--- src/hdl/heap_sort_engine_macros.svh ---
// ----------------------------------------------------------------------------
// heap sort engine assertion macros
// concurrent checks on the local clock and reset, empty under synthesis
// ----------------------------------------------------------------------------
`ifndef HEAP_SORT_ENGINE_MACROS_SVH
`define HEAP_SORT_ENGINE_MACROS_SVH

`ifndef SYNTHESIS

// property must hold at every clock outside reset
`define HSE_ASSERT_ON(name, prop, msg) \
   name: assert property (@(posedge clock) disable iff (reset) prop) \
      else $error(msg);

// condition must never be seen outside reset
`define HSE_ASSERT_NEVER(name, cond, msg) \
   name: assert property (@(posedge clock) disable iff (reset) !(cond)) \
      else $error(msg);

`else

`define HSE_ASSERT_ON(name, prop, msg)

`define HSE_ASSERT_NEVER(name, cond, msg)

`endif

`endif

--- src/hdl/hse_pkg.sv ---
// ----------------------------------------------------------------------------
// hse_pkg
// shared constants, types and helpers of the heap sort engine
// ----------------------------------------------------------------------------
package hse_pkg;

   // sizes
   localparam int DATA_W      = 32;
   localparam int STORE_DEPTH = 64;
   localparam int IDX_W       = $clog2(STORE_DEPTH);
   localparam int CNT_W       = $clog2(STORE_DEPTH + 1);
   // heap child index reaches twice the depth
   localparam int ADR_W       = IDX_W + 2;

   typedef logic signed [DATA_W-1:0] value_type;
   typedef logic [IDX_W-1:0]         idx_type;
   typedef logic [CNT_W-1:0]         cnt_type;
   typedef logic [ADR_W-1:0]         adr_type;

   // store write and sort start from the front end
   typedef struct packed {
      logic      valid;
      idx_type   addr;
      value_type value;
      logic      start;
      cnt_type   count;
   } hse_load_type;

   // one sorted value toward the output register
   typedef struct packed {
      logic      valid;
      value_type value;
      logic      last;
   } hse_emit_type;

   typedef enum logic [3:0] {
      ST_IDLE,
      ST_BUILD_RD,
      ST_BUILD_GET,
      ST_SIFT,
      ST_SIFT_PUT,
      ST_SWAP_RD,
      ST_SWAP_WR,
      ST_EMIT_RD,
      ST_EMIT_LD
   } hse_state_type;

   // left child of a heap node
   function automatic adr_type child_of(idx_type node);
      child_of = {1'b0, node, 1'b1};
   endfunction

endpackage

--- src/hdl/hse_if.sv ---
// ----------------------------------------------------------------------------
// hse channel interfaces
// valid/ready channels for input values and sorted results
// ----------------------------------------------------------------------------

// input channel: one value per beat
interface hse_req_if import hse_pkg::*; ();
   logic      valid;
   logic      ready;
   value_type sample_value;
   logic      set_end;

   modport source (output valid, output sample_value, output set_end, input ready);
   modport sink   (input valid, input sample_value, input set_end, output ready);
endinterface

// result channel: one sorted value per beat
interface hse_rsp_if import hse_pkg::*; ();
   logic      valid;
   logic      ready;
   value_type sorted_value;
   logic      final_item;
   logic      overflow_seen;

   modport source (output valid, output sorted_value, output final_item,
                   output overflow_seen, input ready);
   modport sink   (input valid, input sorted_value, input final_item,
                   input overflow_seen, output ready);
endinterface

--- src/hdl/heap_sort_engine.sv ---
// ----------------------------------------------------------------------------
// heap_sort_engine
// collects signed values into sets and returns each set sorted ascending
// ----------------------------------------------------------------------------
// Usage: every req_chan beat carries one sample_value; a beat with set_end
// high closes the set and starts the sort. Up to 64 values are held; later
// values of the set are dropped and overflow_seen is high on every result
// of that set. rsp_chan returns the set one value per beat, smallest first,
// with final_item high on the last one.
// Timing: a value beat is taken whenever the core is idle. A set of n values
// sorts in place in one shared store with one write port, one sift level per
// cycle, through the heap build and then the tail swaps; each result is read
// out through a read state and then a load state.
// req_chan.ready is low from the set end beat until the last result is
// loaded into the output register. A stalled rsp_chan holds that register
// and pauses the read-out; the next set can load while the last result
// still waits.
// Reset clears the fill count, the drop flag, the sequencer and the output
// valid; the store itself needs no clearing.
// ----------------------------------------------------------------------------
`include "heap_sort_engine_macros.svh"

module heap_sort_engine import hse_pkg::*; (
   input  logic       clock,
   input  logic       reset,
   hse_req_if.sink    req_chan,
   hse_rsp_if.source  rsp_chan
);

   cnt_type      fill_ff, fill_in;
   logic         dropped_ff, dropped_in;
   logic         rsp_valid_ff, rsp_valid_in;
   value_type    rsp_value_ff;
   logic         rsp_final_ff;
   logic         rsp_ovf_ff;
   logic         accept;
   logic         has_room;
   logic         core_idle;
   logic         emit_take;
   logic         set_done;
   hse_load_type load;
   hse_emit_type emit;

   hse_sort_core u_core (
      .clock     (clock),
      .reset     (reset),
      .load      (load),
      .idle      (core_idle),
      .emit      (emit),
      .emit_take (emit_take)
   );

   // input beat into the store
   always_comb begin
      accept     = req_chan.valid && req_chan.ready;
      has_room   = fill_ff < cnt_type'(STORE_DEPTH);
      load.valid = accept && has_room;
      load.addr  = fill_ff[IDX_W-1:0];
      load.value = req_chan.sample_value;
      load.start = accept && req_chan.set_end;
      load.count = has_room ? (fill_ff + cnt_type'(1)) : fill_ff;
   end

   assign req_chan.ready = core_idle;

   // fill count and drop flag live until the set is emitted
   assign emit_take = !rsp_valid_ff || rsp_chan.ready;
   assign set_done  = emit.valid && emit_take && emit.last;

   always_comb begin
      fill_in    = fill_ff;
      dropped_in = dropped_ff;
      if (set_done) begin
         fill_in    = '0;
         dropped_in = 1'b0;
      end else if (load.valid) begin
         fill_in = fill_ff + cnt_type'(1);
      end else if (accept) begin
         dropped_in = 1'b1;
      end
   end

   // output register
   always_comb begin
      rsp_valid_in = rsp_valid_ff;
      if (emit.valid && emit_take) begin
         rsp_valid_in = 1'b1;
      end else if (rsp_chan.ready) begin
         rsp_valid_in = 1'b0;
      end
   end

   always_ff @(posedge clock) begin
      if (reset) begin
         fill_ff      <= '0;
         dropped_ff   <= 1'b0;
         rsp_valid_ff <= 1'b0;
      end else begin
         fill_ff      <= fill_in;
         dropped_ff   <= dropped_in;
         rsp_valid_ff <= rsp_valid_in;
      end
      if (emit.valid && emit_take) begin
         rsp_value_ff <= emit.value;
         rsp_final_ff <= emit.last;
         rsp_ovf_ff   <= dropped_ff;
      end
   end

   assign rsp_chan.valid         = rsp_valid_ff;
   assign rsp_chan.sorted_value  = rsp_value_ff;
   assign rsp_chan.final_item    = rsp_final_ff;
   assign rsp_chan.overflow_seen = rsp_ovf_ff;

   `HSE_ASSERT_ON(a_fill_bound, fill_ff <= cnt_type'(STORE_DEPTH), "fill count beyond store depth")
   `HSE_ASSERT_ON(a_drop_only_full, $rose(dropped_ff) |-> ($past(fill_ff) == cnt_type'(STORE_DEPTH)), "value dropped with room left")
   `HSE_ASSERT_ON(a_emit_lands, (emit.valid && emit_take) |=> rsp_valid_ff, "sorted value lost before output")

endmodule

--- src/hdl/hse_sort_core.sv ---
// ----------------------------------------------------------------------------
// hse_sort_core
// value store with a sequencer that heap sorts it in place, one sift level
// per cycle, and then reads the values out in ascending order
// ----------------------------------------------------------------------------
`include "heap_sort_engine_macros.svh"

module hse_sort_core import hse_pkg::*; (
   input  logic         clock,
   input  logic         reset,
   input  hse_load_type load,
   output logic         idle,
   output hse_emit_type emit,
   input  logic         emit_take
);

   // value store, two read ports and one write port
   value_type mem [STORE_DEPTH];
   value_type rd_a_ff;
   value_type rd_b_ff;
   idx_type   addr_a;
   idx_type   addr_b;
   logic      mem_we;
   idx_type   mem_wa;
   value_type mem_wd;

   hse_state_type state_ff, state_in;
   cnt_type       count_ff, count_in;
   idx_type       parent_ff, parent_in;
   idx_type       tail_ff, tail_in;
   idx_type       node_ff, node_in;
   cnt_type       sift_len_ff, sift_len_in;
   value_type     hold_ff, hold_in;
   logic          extract_ff, extract_in;
   idx_type       out_idx_ff, out_idx_in;

   adr_type   par_child;
   adr_type   node_child;
   adr_type   root_child;
   adr_type   big_adr;
   idx_type   big_idx;
   adr_type   big_child;
   adr_type   len_ext;
   logic      pick_b;
   value_type larger;
   logic      move;
   logic      sift_done;
   logic      emit_last;

   // store access
   always_ff @(posedge clock) begin
      if (mem_we) begin
         mem[mem_wa] <= mem_wd;
      end
      rd_a_ff <= mem[addr_a];
      rd_b_ff <= mem[addr_b];
   end

   // sequencer registers
   always_ff @(posedge clock) begin
      if (reset) begin
         state_ff   <= ST_IDLE;
         extract_ff <= 1'b0;
      end else begin
         state_ff   <= state_in;
         extract_ff <= extract_in;
      end
      count_ff    <= count_in;
      parent_ff   <= parent_in;
      tail_ff     <= tail_in;
      node_ff     <= node_in;
      sift_len_ff <= sift_len_in;
      hold_ff     <= hold_in;
      out_idx_ff  <= out_idx_in;
   end

   // sift compare: larger child against the held value
   always_comb begin
      par_child  = child_of(parent_ff);
      node_child = child_of(node_ff);
      root_child = child_of(idx_type'(0));
      len_ext    = adr_type'(sift_len_ff);
      pick_b     = ((node_child + adr_type'(1)) < len_ext) && (rd_a_ff < rd_b_ff);
      larger     = pick_b ? rd_b_ff : rd_a_ff;
      big_adr    = pick_b ? (node_child + adr_type'(1)) : node_child;
      big_idx    = big_adr[IDX_W-1:0];
      big_child  = child_of(big_idx);
      move       = hold_ff < larger;
      emit_last  = (cnt_type'(out_idx_ff) + cnt_type'(1)) == count_ff;
   end

   // next state and store control
   always_comb begin
      state_in    = state_ff;
      count_in    = count_ff;
      parent_in   = parent_ff;
      tail_in     = tail_ff;
      node_in     = node_ff;
      sift_len_in = sift_len_ff;
      hold_in     = hold_ff;
      extract_in  = extract_ff;
      out_idx_in  = out_idx_ff;
      mem_we      = 1'b0;
      mem_wa      = node_ff;
      mem_wd      = hold_ff;
      addr_a      = out_idx_ff;
      addr_b      = tail_ff;
      sift_done   = 1'b0;
      emit.valid  = 1'b0;
      emit.value  = rd_a_ff;
      emit.last   = emit_last;

      case (state_ff)
         ST_IDLE: begin
            mem_we = load.valid;
            mem_wa = load.addr;
            mem_wd = load.value;
            if (load.start) begin
               count_in   = load.count;
               extract_in = 1'b0;
               out_idx_in = '0;
               parent_in  = idx_type'((load.count - cnt_type'(1)) >> 1);
               if (load.count < cnt_type'(2)) begin
                  state_in = ST_EMIT_RD;
               end else begin
                  state_in = ST_BUILD_RD;
               end
            end
         end
         ST_BUILD_RD: begin
            addr_a   = parent_ff;
            state_in = ST_BUILD_GET;
         end
         ST_BUILD_GET: begin
            hold_in     = rd_a_ff;
            node_in     = parent_ff;
            sift_len_in = count_ff;
            addr_a      = par_child[IDX_W-1:0];
            addr_b      = (par_child[IDX_W-1:0] + idx_type'(1));
            if (par_child < adr_type'(count_ff)) begin
               state_in = ST_SIFT;
            end else begin
               state_in = ST_SIFT_PUT;
            end
         end
         ST_SIFT: begin
            mem_we = 1'b1;
            mem_wa = node_ff;
            if (!move) begin
               mem_wd    = hold_ff;
               sift_done = 1'b1;
            end else begin
               mem_wd  = larger;
               node_in = big_idx;
               addr_a  = big_child[IDX_W-1:0];
               addr_b  = (big_child[IDX_W-1:0] + idx_type'(1));
               if (big_child >= len_ext) begin
                  state_in = ST_SIFT_PUT;
               end
            end
         end
         ST_SIFT_PUT: begin
            mem_we    = 1'b1;
            mem_wa    = node_ff;
            mem_wd    = hold_ff;
            sift_done = 1'b1;
         end
         ST_SWAP_RD: begin
            addr_a   = '0;
            addr_b   = tail_ff;
            state_in = ST_SWAP_WR;
         end
         ST_SWAP_WR: begin
            // old root goes to the tail, old tail is sifted from the root
            mem_we      = 1'b1;
            mem_wa      = tail_ff;
            mem_wd      = rd_a_ff;
            hold_in     = rd_b_ff;
            node_in     = '0;
            sift_len_in = cnt_type'(tail_ff);
            addr_a      = root_child[IDX_W-1:0];
            addr_b      = (root_child[IDX_W-1:0] + idx_type'(1));
            if (tail_ff > idx_type'(1)) begin
               state_in = ST_SIFT;
            end else begin
               state_in = ST_SIFT_PUT;
            end
         end
         ST_EMIT_RD: begin
            addr_a   = out_idx_ff;
            state_in = ST_EMIT_LD;
         end
         ST_EMIT_LD: begin
            addr_a     = out_idx_ff;
            emit.valid = 1'b1;
            if (emit_take) begin
               if (emit_last) begin
                  state_in = ST_IDLE;
               end else begin
                  out_idx_in = out_idx_ff + idx_type'(1);
                  state_in   = ST_EMIT_RD;
               end
            end
         end
         default: begin
            state_in = ST_IDLE;
         end
      endcase

      // next sift: previous parent, next tail swap, or read-out
      if (sift_done) begin
         if (!extract_ff) begin
            if (parent_ff != '0) begin
               parent_in = parent_ff - idx_type'(1);
               state_in  = ST_BUILD_RD;
            end else begin
               extract_in = 1'b1;
               tail_in    = idx_type'(count_ff - cnt_type'(1));
               state_in   = ST_SWAP_RD;
            end
         end else if (tail_ff == idx_type'(1)) begin
            out_idx_in = '0;
            state_in   = ST_EMIT_RD;
         end else begin
            tail_in  = tail_ff - idx_type'(1);
            state_in = ST_SWAP_RD;
         end
      end
   end

   assign idle = (state_ff == ST_IDLE);

   `HSE_ASSERT_ON(a_sift_child_in_heap, (state_ff == ST_SIFT) |-> (node_child < len_ext), "sift without child in heap")
   `HSE_ASSERT_ON(a_sift_len_bound, ((state_ff == ST_SIFT) || (state_ff == ST_SIFT_PUT)) |-> ((sift_len_ff <= count_ff) && (sift_len_ff != '0)), "sift length out of range")
   `HSE_ASSERT_ON(a_last_beat_idle, (emit.valid && emit_take && emit.last) |=> (state_ff == ST_IDLE), "no return to idle after last beat")
   `HSE_ASSERT_NEVER(a_start_while_busy, load.start && (state_ff != ST_IDLE), "set end taken while sorting")

endmodule
--- src/flat_wrapper.sv ---
// flat-port wrapper written by rule: the top's interface ports become plain ports
module heap_sort_engine_flat import hse_pkg::*;
  (clock, reset, req_chan_valid, req_chan_sample_value, req_chan_set_end, req_chan_ready, rsp_chan_valid, rsp_chan_sorted_value, rsp_chan_final_item, rsp_chan_overflow_seen, rsp_chan_ready);
  hse_req_if req_chan_i ();
  hse_rsp_if rsp_chan_i ();
  input  logic clock;
  input  logic reset;
  input wire logic [$bits(req_chan_i.valid)-1:0] req_chan_valid;
  input wire logic [$bits(req_chan_i.sample_value)-1:0] req_chan_sample_value;
  input wire logic [$bits(req_chan_i.set_end)-1:0] req_chan_set_end;
  output wire logic [$bits(req_chan_i.ready)-1:0] req_chan_ready;
  output wire logic [$bits(rsp_chan_i.valid)-1:0] rsp_chan_valid;
  output wire logic [$bits(rsp_chan_i.sorted_value)-1:0] rsp_chan_sorted_value;
  output wire logic [$bits(rsp_chan_i.final_item)-1:0] rsp_chan_final_item;
  output wire logic [$bits(rsp_chan_i.overflow_seen)-1:0] rsp_chan_overflow_seen;
  input wire logic [$bits(rsp_chan_i.ready)-1:0] rsp_chan_ready;
  assign req_chan_i.valid = req_chan_valid;
  assign req_chan_i.sample_value = req_chan_sample_value;
  assign req_chan_i.set_end = req_chan_set_end;
  assign req_chan_ready = req_chan_i.ready;
  assign rsp_chan_valid = rsp_chan_i.valid;
  assign rsp_chan_sorted_value = rsp_chan_i.sorted_value;
  assign rsp_chan_final_item = rsp_chan_i.final_item;
  assign rsp_chan_overflow_seen = rsp_chan_i.overflow_seen;
  assign rsp_chan_i.ready = rsp_chan_ready;
  heap_sort_engine u_core (.clock(clock), .reset(reset), .req_chan(req_chan_i), .rsp_chan(rsp_chan_i));
endmodule
--- config.mk ---
export PLATFORM = sky130hd
export DESIGN_NAME = heap_sort_engine_flat
export DESIGN_NICKNAME = d
export VERILOG_FILES = /design/src/hdl/hse_pkg.sv /design/src/hdl/hse_if.sv /design/src/hdl/heap_sort_engine.sv /design/src/hdl/hse_sort_core.sv /design/src/flat_wrapper.sv
export VERILOG_INCLUDE_DIRS = /design/src /design/src/hdl
export SDC_FILE = /design/constraint.sdc
export NUM_CORES = 2
export LEC_CHECK = 0
export BUFFER_PORTS_ARGS = -buffer_cell sky130_fd_sc_hd__buf_4
export CELL_PAD_IN_SITES_DETAIL_PLACEMENT = 1
export CELL_PAD_IN_SITES_GLOBAL_PLACEMENT = 1
export CORE_UTILIZATION = 49
export DETAILED_ROUTE_END_ITERATION = 8
export GPL_ROUTABILITY_DRIVEN = 1
export PLACE_DENSITY = 0.75
export SLEW_MARGIN = 25
export SYNTH_ARGS = -nofsm -noshare
export SYNTH_HDL_FRONTEND = slang
export SYNTH_SLANG_ARGS = --single-unit
export TNS_END_PERCENT = 1
--- constraint.sdc ---
create_clock -name clock -period 26.1 [get_ports clock]
set_input_delay 3.915 -clock clock [delete_from_list [all_inputs] [get_ports clock]]
set_output_delay 3.915 -clock clock [all_outputs]
set_load 0.05 [all_outputs]
# --- Yosys cells after proc, flatten, opt, wreduce, memory -nomap -nowiden ---
# Memories as Yosys holds them, arrays and structs flattened. A register that Yosys moved wholly into a read port is not among the register bits.
# Cells that the tools add are included.
classes:
  addsub: 10
  n_mul: 0
  div: 0
  order_cmp: 8
  n_eq_ne: 18
  shifts: 0
  mux: 55
  bitwise_logic: 1
  n_reduce_logical: 20
op_table:
  columns: ["operator", "count"]
  rows:
  - ["$mux W6", 18]
  - ["$pmux W32 S3", 1]
  - ["$lt A32 B32 Y1", 2]
  - ["$mux W32", 2]
  - ["$pmux W32 S2", 1]
  - ["$pmux W4 S9", 1]
  - ["$pmux W6 S3", 2]
  - ["$pmux W6 S5", 1]
  - ["$mux W4", 6]
  - ["$pmux W6 S2", 2]
  - ["$add A6 B1 Y6 const B", 3]
  - ["$sub A6 B1 Y6 const B", 3]
  - ["$eq A4 B3 Y1 const B", 4]
  - ["$mux W3", 5]
  - ["$pmux W7 S2", 1]
  - ["$ne A3 B3 Y1 const B", 4]
  - ["$mux W1", 11]
  - ["$add A7 B1 Y8 const B", 1]
  - ["$eq A4 B2 Y1 const B", 2]
  - ["$lt A8 B7 Y1", 1]
  - ["$ne A2 B2 Y1 const B", 4]
  - ["$add A6 B1 Y7 const B", 1]
  - ["$add A7 B1 Y7 const B", 1]
  - ["$eq A7 B7 Y1", 1]
  - ["other kinds (25)", 34]
word_totals:
  regBits: 118
  latchBits: 0
  mem_bits_rw: 2048
  mem_bits_ro: 0
  output_inout_bits: 36
  wordCells: 128
  mem_count: 1
mem_list:
  columns: ["name", "words", "word_bits", "read_ports", "rd_clocked_by_memory_dff", "write_ports", "line", "text"]
  rows:
  - ["u_core.u_core.mem", 64, 32, 2, 2, 1, "hse_sort_core.sv:18", "value_type mem [STORE_DEPTH];"]

# --- Depth between registers and ports, before layout ---
logic_depth:
  ltp_word: 9
  ltp_mapped: 32

# --- Hierarchy ---
# From an unflattened synthesis, not the netlist that was laid out.
unflattened:
  hier_cells: 10225
  hier_area_um2: 108992.0
by_module_without_submodules:
  columns: ["mod", "n_inst", "cells_each", "area_each_um2"]
  rows:
  - ["hse_sort_core", 1, 10131, 107449.3]
  - ["heap_sort_engine", 1, 94, 1542.7]

# --- Worst setup path after synthesis ---
# Ideal clock, no wire load.
synth_timing:
  kind: "flip-flop to flip-flop"
  start: "reg u_core.u_core.node_ff[0]"
  end: "mem u_core.u_core.mem[0][31] (netlist bit) (data pin)"
  arrival_time_ps: 8293
  path_slack_ps: 16799
  stages_incl_launch_ff: 22
  path_buffers: 2
  period_less_slack_ps: 9301
  cell_sequence: "edfxtp_1 ha_1 xor2_1 ha_1 a21o_1 a211oi_1 a21o_1 nand2_1 nor4_4 inv_2 buf_2 clkbuf_1 nor2_1 a21oi_1 ha_1 nand4_1 nor3_1 o21ai_1 a32oi_1 nor2_1 o21a_1 o311ai_0"
synth_between:
  elab_chain_cells: 7
synth_lines:
  columns: ["item", "line", "text"]
  rows:
  - ["start: declaration", "hse_sort_core.sv:31", "idx_type node_ff, node_in;"]
  - ["start signal: assignment", "hse_sort_core.sv:71", "node_ff <= node_in;"]
  - ["$add A7 B1 Y8 *", null, null]
  - ["$lt A8 B7 Y1 *", "hse_sort_core.sv:83", "pick_b = ((node_child + adr_type'(1)) < len_ext) && (rd_a_ff < rd_b_ff);"]
  - ["$logic_and A1 B1 Y1 *", "hse_sort_core.sv:83", null]
  - ["$mux W32 *", "hse_sort_core.sv:84", "larger = pick_b ? rd_b_ff : rd_a_ff;"]
  - ["$lt A32 B32 Y1", "hse_sort_core.sv:88", "move = hold_ff < larger;"]
  - ["$mux W32 *", "hse_sort_core.sv:149", "if (!move) begin"]
  - ["$pmux W32 S3 *", "hse_sort_core.sv:113", "case (state_ff)"]
  - ["named net u_core.u_core.mem_wd[31]", "hse_sort_core.sv:25", "value_type mem_wd;"]
  - ["end: declaration", "hse_sort_core.sv:18", null]
# Mark *: on every way through the listed nets, which the timed path passes. The rest lies on a longest branch.

# --- Worst setup path after layout ---
layout_timing:
  start: "reg u_core.u_core.rd_b_ff[31] (read register of u_core.u_core.mem)"
  end: "reg u_core.u_core.rd_a_ff[23] (read register of u_core.u_core.mem)"
layout_between:
  elab_chain_cells: 6
  elab_cells_between_ends: 7
  cone_classes: "order compare: 2; mux: 4; reduce/logical: 1"
layout_lines:
  columns: ["item", "line", "text"]
  rows:
  - ["start: declaration", "hse_sort_core.sv:20", "value_type rd_b_ff;"]
  - ["$lt A32 B32 Y1", "hse_sort_core.sv:83", null]
  - ["$logic_and A1 B1 Y1", "hse_sort_core.sv:83", null]
  - ["$mux W32", "hse_sort_core.sv:84", null]
  - ["$lt A32 B32 Y1", "hse_sort_core.sv:88", null]
  - ["$mux W6 *", "hse_sort_core.sv:149", null]
  - ["$pmux W6 S5 *", "hse_sort_core.sv:113", null]
  - ["end: declaration", "hse_sort_core.sv:19", "value_type rd_a_ff;"]
# Mark *: on every way between the ends. The rest lies on a longest branch, timed or not.
# A chain may end at the register's enable or synchronous reset.

==> flow_results.xml <==
<?xml version="1.0" encoding="UTF-8"?>
<metrics>
  <group name="setup_path">
    <metric name="critPathMaxFanout" unit="">66</metric>
    <metric name="cp.buffers_inverters" unit="">8</metric>
    <metric name="rrSetupSlack" unit="ns">13.85</metric>
    <metric name="timing.critical_path.mode_cell" unit="">sky130_fd_sc_hd__buf_4</metric>
    <metric name="cp_data_arrival_time" unit="ns">12.79</metric>
    <metric name="worst-setup-path-type" unit="">reg2reg</metric>
    <metric name="r2r-end" unit="">u_core.u_core.rd_a_ff[23]</metric>
    <metric name="required_time_at_the_endpoint_of_the_critical_path" unit="ns">26.64</metric>
    <metric name="r2r_start" unit="">u_core.u_core.rd_b_ff[31]</metric>
    <metric name="setup.worst_path.start_class" unit="">flop</metric>
    <metric name="worst_setup_path_end_kind" unit="">flop</metric>
    <metric name="crit_family" unit="">buffers and inverters</metric>
    <metric name="cpMaxStageDelayCell" unit="">sky130_fd_sc_hd__nor4_4</metric>
    <metric name="worst_r2r_path_depth" unit="">29</metric>
    <metric name="slowest_delay" unit="ns">0.78</metric>
  </group>
  <group name="timing">
    <metric name="max_freq" unit="MHz">81.63</metric>
    <metric name="hold_slack" unit="ns">0.4540</metric>
    <metric name="setup_slack" unit="ns">13.85</metric>
    <metric name="worst_slew_pin_slew" unit="ns">1.298</metric>
    <metric name="min_period_over_period" unit="%">46.94</metric>
    <metric name="hold_viol_final" unit="">0</metric>
    <metric name="report.final.setup_viol" unit="">0</metric>
    <metric name="grt_setup_unrepaired" unit="">no</metric>
    <metric name="final-max-slew-violation-count" unit="">0</metric>
    <metric name="fin_skew" unit="ns">0.04551</metric>
    <metric name="timing.slew.headroom" unit="%">12.35</metric>
    <metric name="setup_total_negative_slack" unit="ns">0</metric>
    <metric name="min_period" unit="ns">12.25</metric>
  </group>
  <group name="yosys">
    <metric name="ys_seq_elements" unit="">2230</metric>
    <metric name="synth_top_cell_area_share" unit="%">58.86</metric>
    <metric name="yosysTopAreaCell" unit="">sky130_fd_sc_hd__edfxtp_1</metric>
    <metric name="asyncSetResetFlopFracSynth" unit="%">0</metric>
    <metric name="synth_area" unit="µm²">109200</metric>
    <metric name="synth_top_flop_cell" unit="">sky130_fd_sc_hd__edfxtp_1</metric>
    <metric name="number_of_distinct_library_cells_after_synthesis" unit="">86</metric>
    <metric name="synth.net_count" unit="">10290</metric>
    <metric name="synth.yosys.warnings" unit="">0</metric>
    <metric name="synth.avg_cell_area" unit="µm²">10.74</metric>
    <metric name="ys_seq_area_share" unit="%">60.51</metric>
    <metric name="synth-edff-count" unit="">2140</metric>
    <metric name="yosys-top-cells-area" unit="">sky130_fd_sc_hd__edfxtp_1, sky130_fd_sc_hd__nand2_1, sky130_fd_sc_hd__nand3_1</metric>
    <metric name="netlist_instances" unit="">10170</metric>
  </group>
  <group name="drt">
    <metric name="detail_route.wl_per_cell" unit="µm">35.77</metric>
    <metric name="drt_wl_total" unit="µm">470000</metric>
    <metric name="viasPerCell" unit="">7.070</metric>
    <metric name="detail_route.first_pass.iterations" unit="">6</metric>
    <metric name="num_vias" unit="">92910</metric>
    <metric name="detail_route.iter0.violations" unit="">14710</metric>
    <metric name="ant_nets" unit="">0</metric>
    <metric name="detailed_route_drc_error_count" unit="">0</metric>
  </group>
  <group name="clock_tree">
    <metric name="clk_path_buf_depth" unit="">3</metric>
    <metric name="number_of_hold_buffers_added_after_cts" unit="">0</metric>
    <metric name="number_of_buffers_created_by_cts" unit="">234</metric>
    <metric name="cts_root_buf" unit="">sky130_fd_sc_hd__clkbuf_16</metric>
    <metric name="cts_num_sinks" unit="">2230</metric>
    <metric name="post-cts-setup-buffers" unit="">0</metric>
    <metric name="tritoncts" unit="">done</metric>
    <metric name="path_clk_slew" unit="ns">0.06</metric>
    <metric name="htreeDepth" unit="">4</metric>
    <metric name="clock_latency" unit="ns">0.92</metric>
    <metric name="cts_resized" unit="">0</metric>
  </group>
  <group name="power">
    <metric name="p_leak" unit="nW">42.61</metric>
    <metric name="max-vdd-ir-drop" unit="mV">0.1462</metric>
    <metric name="power_per_cell_area" unit="nW/µm²">144.4</metric>
  </group>
  <group name="floorplanning">
    <metric name="initial_core_utilization" unit="%">49.50</metric>
    <metric name="floorplan.die_area" unit="µm²">224700</metric>
    <metric name="num_rows" unit="">172</metric>
    <metric name="die-height" unit="µm">474.0</metric>
    <metric name="die_width" unit="µm">474.0</metric>
    <metric name="io_pins" unit="">73</metric>
    <metric name="core-area" unit="µm²">220600</metric>
  </group>
  <group name="layout">
    <metric name="final_common_cell" unit="">sky130_fd_sc_hd__nand2_1</metric>
    <metric name="area_growth" unit="%">10.76</metric>
    <metric name="most-common-layout-cells" unit="">sky130_fd_sc_hd__nand2_1, sky130_fd_sc_hd__edfxtp_1, sky130_fd_sc_hd__nand3_1</metric>
    <metric name="post_route_cells_drive_above_1_share" unit="%">10.05</metric>
    <metric name="finish.utilization" unit="%">54.82</metric>
    <metric name="layout.nets" unit="">10090</metric>
    <metric name="postLayoutCellArea" unit="µm²">120900</metric>
  </group>
  <group name="placed_design">
    <metric name="io_buffer_count" unit="">72</metric>
    <metric name="pre_cts_slack" unit="ns">14.42</metric>
    <metric name="dpl_cell_area" unit="µm²">113100</metric>
    <metric name="dp_hpwl" unit="µm">275100</metric>
    <metric name="finalWeightedCongestion" unit="">0.9453</metric>
  </group>
  <group name="grt">
    <metric name="via_count_of_the_first_global_routing_pass" unit="">91800</metric>
    <metric name="global_route.usage.total" unit="%">41.18</metric>
    <metric name="globalRouteOverflowTotal" unit="">0</metric>
    <metric name="maximum_number_of_pins_on_one_net_before_global_route_repair" unit="">150</metric>
    <metric name="number_of_antenna_violations_at_the_first_check_in_global_routing" unit="">48</metric>
    <metric name="grt_first_pass_wirelength" unit="µm">665000</metric>
  </group>
  <group name="outcome">
    <metric name="run_status" unit="">finished, final reports clean</metric>
  </group>
  <group name="min_path">
    <metric name="whs_endpoint" unit="">u_core.rsp_chan.overflow_seen</metric>
    <metric name="timing.hold.worst_path_depth" unit="">0</metric>
    <metric name="hold_path.startpoint" unit="">u_core.dropped_ff</metric>
    <metric name="min_delay_worst_type" unit="">reg2reg</metric>
  </group>
  <group name="run">
    <metric name="drv_cap" unit="">0</metric>
  </group>
</metrics>
-- through the flow --
| step | power (W) | std cells |
|---|---|---|
| after floorplan | 0.01004 | 10170 |
| after detailed placement | 0.01360 | 12680 |
| after CTS | 0.01700 | 13120 |
| after global placement | 0.01337 | 12680 |
| after global routing | 0.01785 | 13120 |
| final | 0.01746 | 13140 |
-- Yosys cell counts, types with 5 or more instances --
| cell type | instances |
|---|---|
| sky130_fd_sc_hd__a211oi_1 | 41 |
| sky130_fd_sc_hd__a21o_1 | 48 |
| sky130_fd_sc_hd__a21oi_1 | 450 |
| sky130_fd_sc_hd__a221o_1 | 6 |
| sky130_fd_sc_hd__a221oi_1 | 38 |
| sky130_fd_sc_hd__a22oi_1 | 40 |
| sky130_fd_sc_hd__a311oi_1 | 234 |
| sky130_fd_sc_hd__a31oi_1 | 108 |
| sky130_fd_sc_hd__a32oi_1 | 123 |
| sky130_fd_sc_hd__a41oi_1 | 30 |
| sky130_fd_sc_hd__and3_1 | 342 |
| sky130_fd_sc_hd__and4_1 | 38 |
| sky130_fd_sc_hd__buf_1 | 75 |
| sky130_fd_sc_hd__buf_2 | 267 |
| sky130_fd_sc_hd__buf_4 | 22 |
| sky130_fd_sc_hd__clkbuf_1 | 410 |
| sky130_fd_sc_hd__dfxtp_1 | 90 |
| sky130_fd_sc_hd__edfxtp_1 | 2140 |
| sky130_fd_sc_hd__ha_1 | 90 |
| sky130_fd_sc_hd__inv_1 | 74 |
| sky130_fd_sc_hd__mux2i_1 | 132 |
| sky130_fd_sc_hd__mux4_2 | 187 |
| sky130_fd_sc_hd__nand2_1 | 3375 |
| sky130_fd_sc_hd__nand2b_1 | 9 |
| sky130_fd_sc_hd__nand3_1 | 872 |
| sky130_fd_sc_hd__nand4_1 | 20 |
| sky130_fd_sc_hd__nand4b_1 | 30 |
| sky130_fd_sc_hd__nor2_1 | 208 |
| sky130_fd_sc_hd__nor3_1 | 26 |
| sky130_fd_sc_hd__nor3_2 | 5 |
| sky130_fd_sc_hd__nor4_1 | 41 |
| sky130_fd_sc_hd__o2111ai_1 | 5 |
| sky130_fd_sc_hd__o211a_1 | 30 |
| sky130_fd_sc_hd__o211ai_1 | 65 |
| sky130_fd_sc_hd__o21a_1 | 35 |
| sky130_fd_sc_hd__o21ai_0 | 272 |
| sky130_fd_sc_hd__o21ai_1 | 27 |
| sky130_fd_sc_hd__o22ai_1 | 29 |
| sky130_fd_sc_hd__or3_1 | 7 |
| sky130_fd_sc_hd__xnor2_1 | 24 |
| sky130_fd_sc_hd__xor2_1 | 21 |
-- cell families after synthesis --
logic type               count (synthesis)  synth area share (%)
AND/OR/NAND/NOR                       5006                 19.69
flip-flops                            2230                 60.51
AO/OA/AOI/OAI                         1619                 9.964
buffers and inverters                  854                 3.338
multiplexers                           323                 5.112
adder cells (fa/ha/maj)                 90                 1.031
XOR/XNOR                                45                0.3610
-- area by class of cell --
cell class,count,area [µm²]
fill,22970,99650
clock inverter,134,1299
timing repair buffer,332,2794
multi-input combinational,7083,40350
sequential,2230,66060
clock buffer,306,6381
antenna,21,52.55
inverter,77,292.8
tap,2958,3701
-- worst register-to-register path, delay by kind of cell (launching register included) --
family          cells  cell delay, ns
compound gates      8            2.38
fa+ha+maj           2            0.83
buf+inv             8            4.10
flops               1            0.65
simple gates       11            3.92
-- registers in the layout (all words and copies together), names as in the netlist, 7 cells and up --
register and count:
u_core.u_core.count_ff 7, u_core.rsp_chan.sorted_value 32, u_core.u_core.hold_ff 32, u_core.fill_ff 7, u_core.u_core.rd_a_ff 32, u_core.u_core.mem 2048
u_core.u_core.sift_len_ff 7, u_core.u_core.rd_b_ff 32
-- power breakdown --
| group | switching [W] | internal, W |
|---|---|---|
| sequential | 0.000179 | 0.00495 |
| combinational | 0.00675 | 0.00217 |
| clock | 0.00149 | 0.00192 |
| total | 0.00842 | 0.00904 |
-- worst max-delay path by stage --
stage	start	end	slack [ns]	cells past startpoint
2_1_floorplan	u_core.u_core.node_ff[0]	u_core.u_core.mem[0][31]	16.80	21
3_3_place_gp	u_core.u_core.rd_b_ff[31]	u_core.u_core.rd_a_ff[23]	14.47	29
3_5_place_dp	u_core.u_core.rd_b_ff[31]	u_core.u_core.rd_a_ff[23]	14.42	28
4_1_cts	u_core.u_core.rd_b_ff[31]	u_core.u_core.rd_a_ff[23]	14.34	28
5_1_grt	u_core.u_core.rd_b_ff[31]	u_core.u_core.rd_a_ff[23]	13.82	29
6_report	u_core.u_core.rd_b_ff[31]	u_core.u_core.rd_a_ff[23]	13.85	29
-- per-layer routing --
layer  up-vias  share of wire, %  global-route usage, %
met3      1624                15                  15.00
met5         -              0.13                 0.3028
li1      36940                 -                      -
met1     47070                37                  54.43
met4        52               5.8                  21.19
met2      7221                42                  59.23
Power figures use the tool's default switching activity.
